File: src/hvn_pkg.sv
// Shared types, constants and codes of the heightmap vertex normal block.
package hvn_pkg;

    localparam int MAX_WIDTH  = 1024;
    localparam int MAX_HEIGHT = 4096;
    localparam int COL_W      = $clog2(MAX_WIDTH);
    localparam int ROW_W      = $clog2(MAX_HEIGHT);
    localparam int GW_W       = 11;
    localparam int GH_W       = 13;
    localparam int CFG_W      = 13;

    localparam int SUM_W = 18;   // sum of up to four Q1.15 values
    localparam int MAG_W = 17;
    localparam int SQ_W  = 35;
    localparam int SS_W  = 36;
    localparam int QUO_W = 33;
    localparam int RT_W  = 34;
    localparam int CNT_W = 6;
    localparam int DIV_STEPS  = QUO_W;
    localparam int SQRT_STEPS = (QUO_W + 1) / 2;

    localparam int FACE_UP = 10;
    localparam logic [14:0] Q15_MAX = 15'h7FFF;

    localparam logic [1:0] REG_GRID_WIDTH     = 2'd0;
    localparam logic [1:0] REG_GRID_HEIGHT    = 2'd1;
    localparam logic [1:0] REG_HEIGHT_CHANNEL = 2'd2;

    localparam logic [1:0] CH_RED   = 2'd0;
    localparam logic [1:0] CH_GREEN = 2'd1;

    typedef logic signed [SUM_W-1:0] sum_t;
    typedef sum_t [2:0] vec_t;
    typedef logic signed [15:0] q15_t;
    typedef q15_t [2:0] nrm_t;

    typedef struct packed {
        logic [7:0] pixel_red;
        logic [7:0] pixel_green;
        logic [7:0] pixel_blue;
    } pixel_t;

    typedef struct packed {
        logic [COL_W-1:0] vertex_col;
        logic [ROW_W-1:0] vertex_row;
        q15_t             normal_x;
        q15_t             normal_y;
        q15_t             normal_z;
        logic             last_of_run;
    } result_t;

    typedef enum logic [2:0] {
        N_IDLE,
        N_SQ,
        N_DIV,
        N_SQRT,
        N_DONE
    } norm_state_t;

    typedef enum logic [3:0] {
        C_IDLE,
        C_RD0,
        C_RD1,
        C_RD2,
        C_FACE,
        C_FACE_WAIT,
        C_SUM1,
        C_SUM1_WAIT,
        C_EMIT1,
        C_SUM2,
        C_SUM2_WAIT,
        C_EMIT2,
        C_UPDATE
    } ctl_state_t;

    typedef enum logic [1:0] {
        SEL_FACE,
        SEL_SUM1,
        SEL_SUM2
    } norm_sel_t;

    typedef struct packed {
        logic      accept;
        logic      rd_a;
        logic      cap_a;
        logic      rd_b;
        logic      cap_b;
        logic      norm_start;
        norm_sel_t norm_sel;
        logic      cap_cur;
        logic      load_out;
        logic      out_last;
        logic      update;
    } ctl_cmd_t;

    typedef struct packed {
        logic row0;
        logic has_right;
        logic last_row;
        logic norm_done;
        logic out_busy;
    } ctl_status_t;

endpackage

File: src/hvn_ctrl.sv
// Per-pixel sequencer: reads, face normal (not in the first row or last column), up to two vertex results, update.
module hvn_ctrl import hvn_pkg::*; (
    input  logic        clk,
    input  logic        rst_n,
    input  logic        pixel_valid,
    output logic        pixel_ready,
    input  ctl_status_t status,
    output ctl_cmd_t    cmd
);

    ctl_state_t state_reg, state_next;

    always_ff @(posedge clk or negedge rst_n)
    begin
        if (!rst_n)
        begin
            state_reg <= C_IDLE;
        end
        else
        begin
            state_reg <= state_next;
        end
    end

    always_comb
    begin
        state_next   = state_reg;
        cmd          = '0;
        cmd.norm_sel = SEL_FACE;
        pixel_ready  = 1'b0;

        case (state_reg)
            C_IDLE:
            begin
                pixel_ready = 1'b1;
                if (pixel_valid)
                begin
                    cmd.accept = 1'b1;
                    state_next = C_RD0;
                end
            end
            C_RD0:
            begin
                cmd.rd_a   = 1'b1;
                state_next = C_RD1;
            end
            C_RD1:
            begin
                cmd.cap_a  = 1'b1;
                cmd.rd_b   = 1'b1;
                state_next = C_RD2;
            end
            C_RD2:
            begin
                cmd.cap_b = 1'b1;
                if (status.row0)
                begin
                    state_next = C_UPDATE;
                end
                else if (status.has_right)
                begin
                    state_next = C_FACE;
                end
                else
                begin
                    state_next = C_SUM1;
                end
            end
            C_FACE:
            begin
                cmd.norm_start = 1'b1;
                cmd.norm_sel   = SEL_FACE;
                state_next     = C_FACE_WAIT;
            end
            C_FACE_WAIT:
            begin
                if (status.norm_done)
                begin
                    cmd.cap_cur = 1'b1;
                    state_next  = C_SUM1;
                end
            end
            C_SUM1:
            begin
                cmd.norm_start = 1'b1;
                cmd.norm_sel   = SEL_SUM1;
                state_next     = C_SUM1_WAIT;
            end
            C_SUM1_WAIT:
            begin
                if (status.norm_done)
                begin
                    state_next = C_EMIT1;
                end
            end
            C_EMIT1:
            begin
                if (!status.out_busy)
                begin
                    cmd.load_out = 1'b1;
                    cmd.out_last = !status.last_row;
                    state_next   = status.last_row ? C_SUM2 : C_UPDATE;
                end
            end
            C_SUM2:
            begin
                cmd.norm_start = 1'b1;
                cmd.norm_sel   = SEL_SUM2;
                state_next     = C_SUM2_WAIT;
            end
            C_SUM2_WAIT:
            begin
                if (status.norm_done)
                begin
                    state_next = C_EMIT2;
                end
            end
            C_EMIT2:
            begin
                if (!status.out_busy)
                begin
                    cmd.load_out = 1'b1;
                    cmd.out_last = 1'b1;
                    state_next   = C_UPDATE;
                end
            end
            C_UPDATE:
            begin
                cmd.update = 1'b1;
                state_next = C_IDLE;
            end
            default:
            begin
                state_next = C_IDLE;
            end
        endcase
    end

endmodule

File: config.mk
export PLATFORM = sky130hd
export DESIGN_NAME = hvn_ctrl
export DESIGN_NICKNAME = d
export VERILOG_FILES = /design/src/hvn_pkg.sv /design/src/hvn_ctrl.sv
export SDC_FILE = /design/constraint.sdc
export NUM_CORES = 1
export LEC_CHECK = 0
export BUFFER_PORTS_ARGS = -buffer_cell sky130_fd_sc_hd__buf_2
export CORE_AREA = 4 4 41 43
export CTS_CLUSTER_DIAMETER = 200
export CTS_CLUSTER_SIZE = 24
export DETAILED_ROUTE_END_ITERATION = 7
export DIE_AREA = 0 0 45 47
export GPL_ROUTABILITY_DRIVEN = 0
export PLACE_DENSITY = 0.69
export SLEW_MARGIN = 10
export SYNTH_ARGS = -nofsm -noshare
export SYNTH_HDL_FRONTEND = slang
export SYNTH_SLANG_ARGS = --single-unit
File: constraint.sdc
create_clock -name clk -period 2 [get_ports clk]
set_input_delay 0.4 -clock clk [delete_from_list [all_inputs] [get_ports clk]]
set_output_delay 0.4 -clock clk [all_outputs]
set_load 0.02 [all_outputs]
# ---- Word-level counts from Yosys, hierarchy flattened
# Index checks and enable logic that the tools add are counted.
# W data, S select, Z words.
dict set report totals {
  ff_bits 4
  out_inout_bits 13
  wordCells 45
}
dict set report op_classes {
  n_eq_ne 18
  muxes 23
  n_reduce_logical 3
}
# cell n
set op_table {}
lappend op_table {{$pmux W4 S12} 1}
lappend op_table {{$mux W4} 7}
lappend op_table {{$eq A4 B4 Y1 const B} 5}
lappend op_table {{$eq A4 B3 Y1 const B} 4}
lappend op_table {{$ne A2 B2 Y1 const B} 6}
lappend op_table {{$pmux W3 S3} 1}
lappend op_table {{$eq A4 B2 Y1 const B} 2}
lappend op_table {{$mux W1} 8}
lappend op_table {{$mux W2} 4}
lappend op_table {{$reduce_and A6 Y1} 1}
lappend op_table {{$eq A4 B1 Y1 const B} 1}
lappend op_table {{$logic_not A4 Y1} 1}
lappend op_table {{$pmux W2 S2} 1}
lappend op_table {{$mux W3} 1}
lappend op_table {{$logic_not A1 Y1} 1}

# ---- Longest topological paths before layout
# Gate-level depths: netlist of the first run.
dict set report logic_depth {
  word_depth 3
  mapped_depth 5
  mapped_depth_nobuf 4
}

# ---- Worst setup path before layout of the first run
# Ideal clock, no wire load.
dict set report synth_path {
  kind {reg2out}
  startpoint {register state_reg[1]}
  endpoint {output cmd[11] (netlist name)}
  arrival_time_ps 1710
  required_time_ps 1600
  path_slack_ps -110
  stages_incl_launch_ff 5
  path_cell_list {dfrtp_1 clkbuf_1 or2_2 nor3_1 and2_1}
}
# item line
set synth_lines {}
lappend synth_lines {{from (decl)} hvn_ctrl.sv:11} ;# ctl_state_t state_reg, state_next;
lappend synth_lines {{from (signal assigned)} hvn_ctrl.sv:21} ;# state_reg <= state_next;
lappend synth_lines {{to (decl)} hvn_ctrl.sv:8} ;# output ctl_cmd_t cmd

==> metrics, run 1 <==
run status finished, final reports clean; hold crit path type primary input to async pin; CTS buffer count 3; setup violators final 0; Vias/cell 5.309; htree depth 1; core area between 1000 and 1500 um2; Critical Path, Cell by Cell or2_2, o21a_1, nor3_2, buf_2; Die ar. about 2100 um2; syn_area_per_cell 7.310 um2; First-pass DRT Iterations 4; Clock Latency Late Sink about 0.23 ns; hpwl dp ~890 um; register area share after synthesis between 20 and 25%; R2R Path Start state_reg[2]; cell depth of the worst setup path 4; Post-Syn Area about 420 um2; Root Buffer clkbuf_4; vias roughly 500; global route total overflow 0; CTS tree built; leak pwr roughly 0.00029 uW; Worst slew margin between 70% and 80%; vias in the first global route approximately 480; Post-route DRC 0; Peak VDD IR between 0.8 and 0.9 mV; fin nets between 80 and 90; Critical Path End cmd[1]; flop2flop setup slack between 0.3 and 0.4 ns; number of fill cells in the layout roughly 150; Ports 21; # clock sinks 4; Clock Tree Buf Depth 2; fraction of registers with async set/reset 100.0%; cell row count 13; Routed Antenna Nets 0; Worst Tran Pin Value 0.3213 ns; Worst EP arrival around 1.4 ns; yosys warns 0; Synth area leaders dfrtp_1, nor2_1, nand2b_1; Final Max Slew Viols 0; Die H 47 um; crit share post-route between 90% and 100%; setup ws final approximately 0.16 ns; Final Skew 0.0006437 ns; synth cell count leaders nor2_1, nor3_1, clkbuf_1, dfrtp_1, nand2b_1; Layout area overhead 37.84%; WL final about 1200 um; CP required between 1.5 and 2 ns; Gate Count Post-Synth 57; CP startpoint state_reg[1]; global-route wire length before repair approximately 1900 um; pre-CTS setup slack 0.2909 ns; number of port buffers 20; initial antenna violation count 0; Synth area leader dfrtp_1; top cell type's share of synthesized area between 20% and 30%; share of layout cells above drive strength 1 37.97%; Starting DRT DRC Count 5; number of flops mapped to enable cells by yosys 0; Final Hold Viols 0; unrepaired setup endpoints after global routing no; gr usage total between 10% and 20%; PD cells approximately 1800 nW/um2; Worst setup EP type primary output; CP top delay family simple AND/OR/NAND/NOR gates; flip-flop count of the largest register after layout 4; library cells used by synthesis 27; pin count of the biggest net entering global routing 18; Setup TNS Final 0 ns; Startpoint Class flop; R2R cell count 4; Worst Path Max Fanout 3; most common cell in the synthesized netlist nor2_1; Ant. Diodes 0; Synth Flop Type dfrtp_1; Yosys reg bits 4; Clock transition at path regs approximately 0.040 ns; Crit-path slowest cell dfrtp_1; Max Cap Violations 0; Synth Net Count 65; initial cell density of the core between 30% and 40%; wire length per cell ~12 um; R2R Path End state_reg[1]; CP Class flop to primary output; upper clock frequency limit 542.2 MHz; width of the chip around 45 um; minimum clock period ~1.8 ns; WP buf/inv 1; Max stage delay on crit path roughly 0.36 ns
[layer usage]
layer | share of wire, % | wire length (um) | global-route usage, %
met1 | 44 | 520 | 14.42
met2 | 49 | 570 | 21.19
met3 | 6.6 | 77 | 4.981
met4 | 0 | 0 | 3.509
met5 | 0 | 0 | 0
[stage by stage]
step,total power [uW],cell area (um2),utilization [%],cells,hold WS (ns)
2_1_floorplan,655.7,421.7,-,57,0.1044
3_3_place_gp,890.1,540.5,41.54,90,0.2081
3_5_place_dp,899.0,540.5,41.54,90,0.2070
4_1_cts,1008,573.1,44.04,94,0.4911
5_1_grt,1100,574.3,44.13,94,0.5040
6_report,1005,574.3,44.13,94,0.4938
[how the worst min path moves through the flow]
stage | from | cells after the start | to
CTS | rst_n | 2 | state_reg[0]
detailed placement | rst_n | 1 | state_reg[2]
global placement | rst_n | 1 | state_reg[2]
finish | rst_n | 2 | state_reg[3]
global route | rst_n | 2 | state_reg[3]
floorplan | rst_n | 0 | state_reg[0]
[final cells by class]
type,count,area [um2],share of cell area [%]
flip-flops and latches,4,101.3,17.65
clock buffers,3,22.52,3.922
well taps,15,18.77,3.268
repair buffers,24,132.6,23.09
multi-input cells,47,295.3,51.42
inverters,1,3.754,0.6536
[power breakdown]
part | switching [uW] | total, uW | internal (uW)
Combinational | 398 | 695 | 297
Sequential | 82.0 | 210 | 128
Clock | 33.2 | 100 | 67.1
Total | 513 | 1010 | 493
[worst register-to-register path: cells and delay by family, from the launching register on]
kind	cells	cell delay [ns]
DFF	1	0.50
and+or+nand+nor	1	0.56
AOI/OAI and AO/OA	3	0.46
[cell usage in the layout (no fill, tap or decap), types with 2 or more instances in the layout]
| cell | n |
|---|---|
| nor3_1 | 4 |
| nand2b_1 | 4 |
| buf_4 | 3 |
| and2_1 | 2 |
| clkbuf_4 | 3 |
| nor3_2 | 2 |
| nand2_1 | 3 |
| nand3b_1 | 3 |
| a21oi_1 | 2 |
| buf_2 | 20 |
| nor2_1 | 7 |
| a21o_1 | 3 |
| a211oi_1 | 2 |
| dfrtp_1 | 3 |
| o22ai_1 | 3 |
[cell families after synthesis]
family	after synthesis	synth area share, %
AO/OA/AOI/OAI	17	29.73
flip-flops	4	24.02
AND/OR/NAND/NOR	30	39.94
buffers and inverters	6	6.305
[repair_timing]
item                                    in CTS  in global routing
buffers inserted                             0                  0
gates resized for setup                      0                  1
endpoints found under the hold margin        4                  0
endpoints found under the setup margin       0                  3
hold buffers                                 1                  0
No activity file was read; power rests on OpenSTA's default activity.
==> inputs of run 2 (changes only) <==
- REMOVE_ABC_BUFFERS: not set -> 1
==> metrics, run 2 (synthesized netlist as in run 1, its figures left out) <==
Startpoint Class flop; post-CTS setup buffer count 0; Clock Tree Buf Depth 2; crit share post-route roughly 93%; vias in the first global route 470; Root Buffer clkbuf_4; Vias/cell about 5.4; Crit-path slowest cell dfrtp_1; Worst EP arrival between 1 and 1.5 ns; Fin Hold WS 0.5078 ns; Max stage delay on crit path 0.49 ns; unrepaired setup endpoints after global routing no; CP required 1.60 ns; hpwl dp between 900 and 1000 um; First-pass DRT Iterations 4; flip-flop count of the largest register after layout 4; cell row count 13; Peak VDD IR between 0.6 and 0.7 mV; commonest non-fill, non-tap cell in the layout buf_2; minimum clock period roughly 1.9 ns; Worst Path Max Fanout 12; Worst Tran Pin Value 0.3418 ns; CTS tree built; Post-route DRC 0; Starting DRT DRC Count 21; gr usage total 11.75%; htree depth 1; PD cells approximately 1800 nW/um2; overall power ~1000 uW; Clock transition at path regs 0.03 ns; pre-CTS setup slack between 0.3 and 0.4 ns; run status finished, final reports clean; WP buf/inv 1; width of the chip ~45 um; core area ~1300 um2; global-route wire length before repair between 1500 and 2000 um; Ant. Diodes 0; fin nets 90; Routed Antenna Nets 0; initial antenna violation count 0; leak pwr around 0.00029 uW; # clock sinks 4; Final Hold Viols 0; Ports 21; CTS Hold Buffers Added 1; Critical Path, Cell by Cell nand2b_1, a211oi_1, buf_2; commonest cells after routing, fill and taps aside buf_2, nor2_1, nor3_1; CP top delay family flip-flops; Die H about 47 um; initial cell density of the core 32.02%; Final Max Slew Viols 0; Max Cap Violations 0; CTS resizes 0; Clock Latency Late Sink 0.23 ns; setup violators final 0; vias about 520; wire length per cell 12.21 um; share of layout cells above drive strength 1 a little over a third; number of port buffers 20; Final Skew roughly 0.00043 ns; hold crit path type primary input to async pin; CTS buffer count 3; Worst slew margin between 70% and 80%; setup ws final approximately 0.13 ns; upper clock frequency limit approximately 540 MHz; Die ar. roughly 2100 um2; pin count of the biggest net entering global routing 15; global route total overflow 0; WL final roughly 1200 um; CP Class flop to primary output; Layout area overhead 38.14%; Worst setup EP type primary output
-- run 2: layer usage --
| metal | global-route usage, % | wire [um] |
|---|---|---|
| met5 | 0 | 0 |
| met3 | 1.149 | 85 |
| met4 | 5.263 | 0 |
| met2 | 19.49 | 603 |
| met1 | 15.44 | 472 |
-- run 2: area by class of cell --
cell class              count  area [um2]
clock buffers               3       22.52
multi-input cells          47       290.3
inverters                   1       3.754
well taps                  15       18.77
repair buffers             25       140.1
flip-flops and latches      4       100.1
fillers                   145       725.7
-- run 2: worst paths after layout --
kind	startpoint	to	slack (ns)	cells after the start
setup / recovery	state_reg[2]	cmd[2]	0.13	3
hold / removal	rst_n	state_reg[1]	0.51	2
setup reg to reg	state_reg[2]	state_reg[1]	0.36	4
hold reg to reg	state_reg[3]	state_reg[0]	0.65	1
max in group asynchronous	rst_n	state_reg[3]	1.38	2
min in group clk	status[4]	state_reg[3]	0.51	3
-- run 2: worst register-to-register path, stage by stage, from the launching register on --
cell and delay [ns]:
dfrtp_1 0.49, or4_1 0.56, a21o_1 0.20, a31o_1 0.17, o31a_1 0.11
-- run 2: through the flow --
stage          std cells  setup TNS (ns)  area, um2  util [%]
2_1_floorplan         52        -0.02414      394.1         -
3_5_place_dp          91               0      543.0     41.73
4_1_cts               95               0      575.6     44.23
5_1_grt               95               0      575.6     44.23
3_3_place_gp          91               0      543.0     41.73
6_report              95               0      575.6     44.23
-- run 2: power by group --
group	switching, uW	internal [uW]	total, uW	leakage [uW]
Sequential	60.8	126	187	0.0000486
Combinational	422	309	731	0.000230
Clock	27.7	66.7	94.5	0.0000138
==> inputs of run 3 (changes only) <==
==> constraint.sdc (replaced) <==
create_clock -name clk -period 2 [get_ports clk]
set_input_delay 0.3 -clock clk [delete_from_list [all_inputs] [get_ports clk]]
set_output_delay 0.3 -clock clk [all_outputs]
set_load 0.02 [all_outputs]
==> metrics, run 3 (synthesized netlist as in run 1, its figures left out) <==
number of fill cells in the layout 142; Clock Latency Late Sink roughly 0.23 ns; cell row count 13; Ports 21; commonest non-fill, non-tap cell in the layout buf_2; CTS buffer count 3; run status finished, final reports clean; Worst slew margin 74.27%; Vias/cell 5.559; Max Cap Violations 0; Post-route DRC 0; crit share post-route slightly above 90%; CP required 1.70 ns; overall power around 900 uW; Clock transition at path regs 0.04 ns; upper clock frequency limit around 540 MHz; CTS tree built; minimum clock period approximately 1.8 ns; htree depth 1; commonest cells after routing, fill and taps aside buf_2, nor2_1, nor3_1; Final Skew 0.002274 ns; Layout Utilization 43.27%; initial cell density of the core roughly 32%; number of port buffers 20; Critical Path, Cell by Cell or2_2, o21a_1, nor3_2, buf_2; share of layout cells above drive strength 1 a little under two fifths; Clock Tree Buf Depth 2; Die H around 47 um; pin count of the biggest net entering global routing 16; Startpoint Class flop; hold crit path type primary input to async pin; Worst EP arrival 1.55 ns; vias in the first global route about 410; # clock sinks 4; vias between 500 and 600; fin nets a little under 90; Crit-path slowest cell dfrtp_2; Layout area overhead 35.14%; wire length per cell approximately 12 um; Final Max Slew Viols 0; initial antenna violation count 0; setup violators final 0; pre-CTS setup slack 0.3418 ns; Max stage delay on crit path 0.47 ns; Die ar. approximately 2100 um2; core area between 1000 and 1500 um2; Ant. Diodes 0; global-route wire length before repair around 1700 um; First-pass DRT Iterations 4; WL final roughly 1200 um; Reg area around 100 um2; Final Hold Viols 0; PD cells 1611 nW/um2; unrepaired setup endpoints after global routing no; hpwl dp about 900 um; gr usage total 11.18%; Worst Path Max Fanout 13; Peak VDD IR ~0.88 mV; Fin Hold WS roughly 0.39 ns; CP Class flop to primary output; flip-flop count of the largest register after layout 4; R2R cell count 4; setup ws final between 0.15 and 0.2 ns; global route total overflow 0; Root Buffer clkbuf_4; Setup TNS Final 0 ns; Routed Antenna Nets 0; Worst setup EP type primary output; Multi-input gate area approximately 290 um2; Starting DRT DRC Count 15; leak pwr ~0.00028 uW; width of the chip about 45 um; Worst Tran Pin Value between 0.3 and 0.4 ns
## run 3: worst paths after layout
kind	startpoint	end	slack, ns
max	state_reg[1]	cmd[1]	0.15
min	rst_n	state_reg[2]	0.39
max reg2reg	state_reg[2]	state_reg[1]	0.34
min reg2reg	state_reg[3]	state_reg[0]	0.67
max in group asynchronous	rst_n	state_reg[1]	1.48
min in group clk	status[0]	state_reg[2]	0.43
## run 3: where the power goes
group / switching (uW) / leakage [uW] / internal [uW]
Sequential: 109 / 0.0000465 / 125
Combinational: 320 / 0.000220 / 256
Clock: 30.7 / 0.0000138 / 66.9
Total: 459 / 0.000280 / 448
## run 3: through the flow
stage | cell area (um2) | std cells
2_1_floorplan | 394.1 | 52
3_3_place_gp | 528.0 | 89
3_5_place_dp | 528.0 | 89
4_1_cts | 560.5 | 93
5_1_grt | 563.0 | 93
6_report | 563.0 | 93
## run 3: timing repair
| action | 4_1_cts | 5_1_grt |
|---|---|---|
| buffers inserted | 0 | 0 |
| gates resized for setup | 0 | 2 |
| endpoints found under the setup margin | 0 | 2 |
| hold buffers | 1 | 0 |
| hold endpoints to repair | 4 | 0 |
## run 3: critical path: cells and delay by family, from the launching register on
family / cells / cell delay (ns)
buf+inv: 1 / 0.19
flops: 1 / 0.47
compound gates: 1 / 0.18
simple gates: 2 / 0.47
## run 3: cell type report
class / instances / share of cell area, %
clock buffers: 3 / 4.000
inverters: 1 / 0.6667
multi-input cells: 47 / 51.56
flip-flops and latches: 4 / 18.22
well taps: 15 / 3.333
repair buffers: 23 / 22.22
## run 3: layer usage
metal	up-vias	global-route usage, %	wire length [um]
li1	256	-	-
met1	242	14.94	505
met2	17	16.38	550
met3	2	2.299	72
met4	0	7.018	21
met5	-	0	0
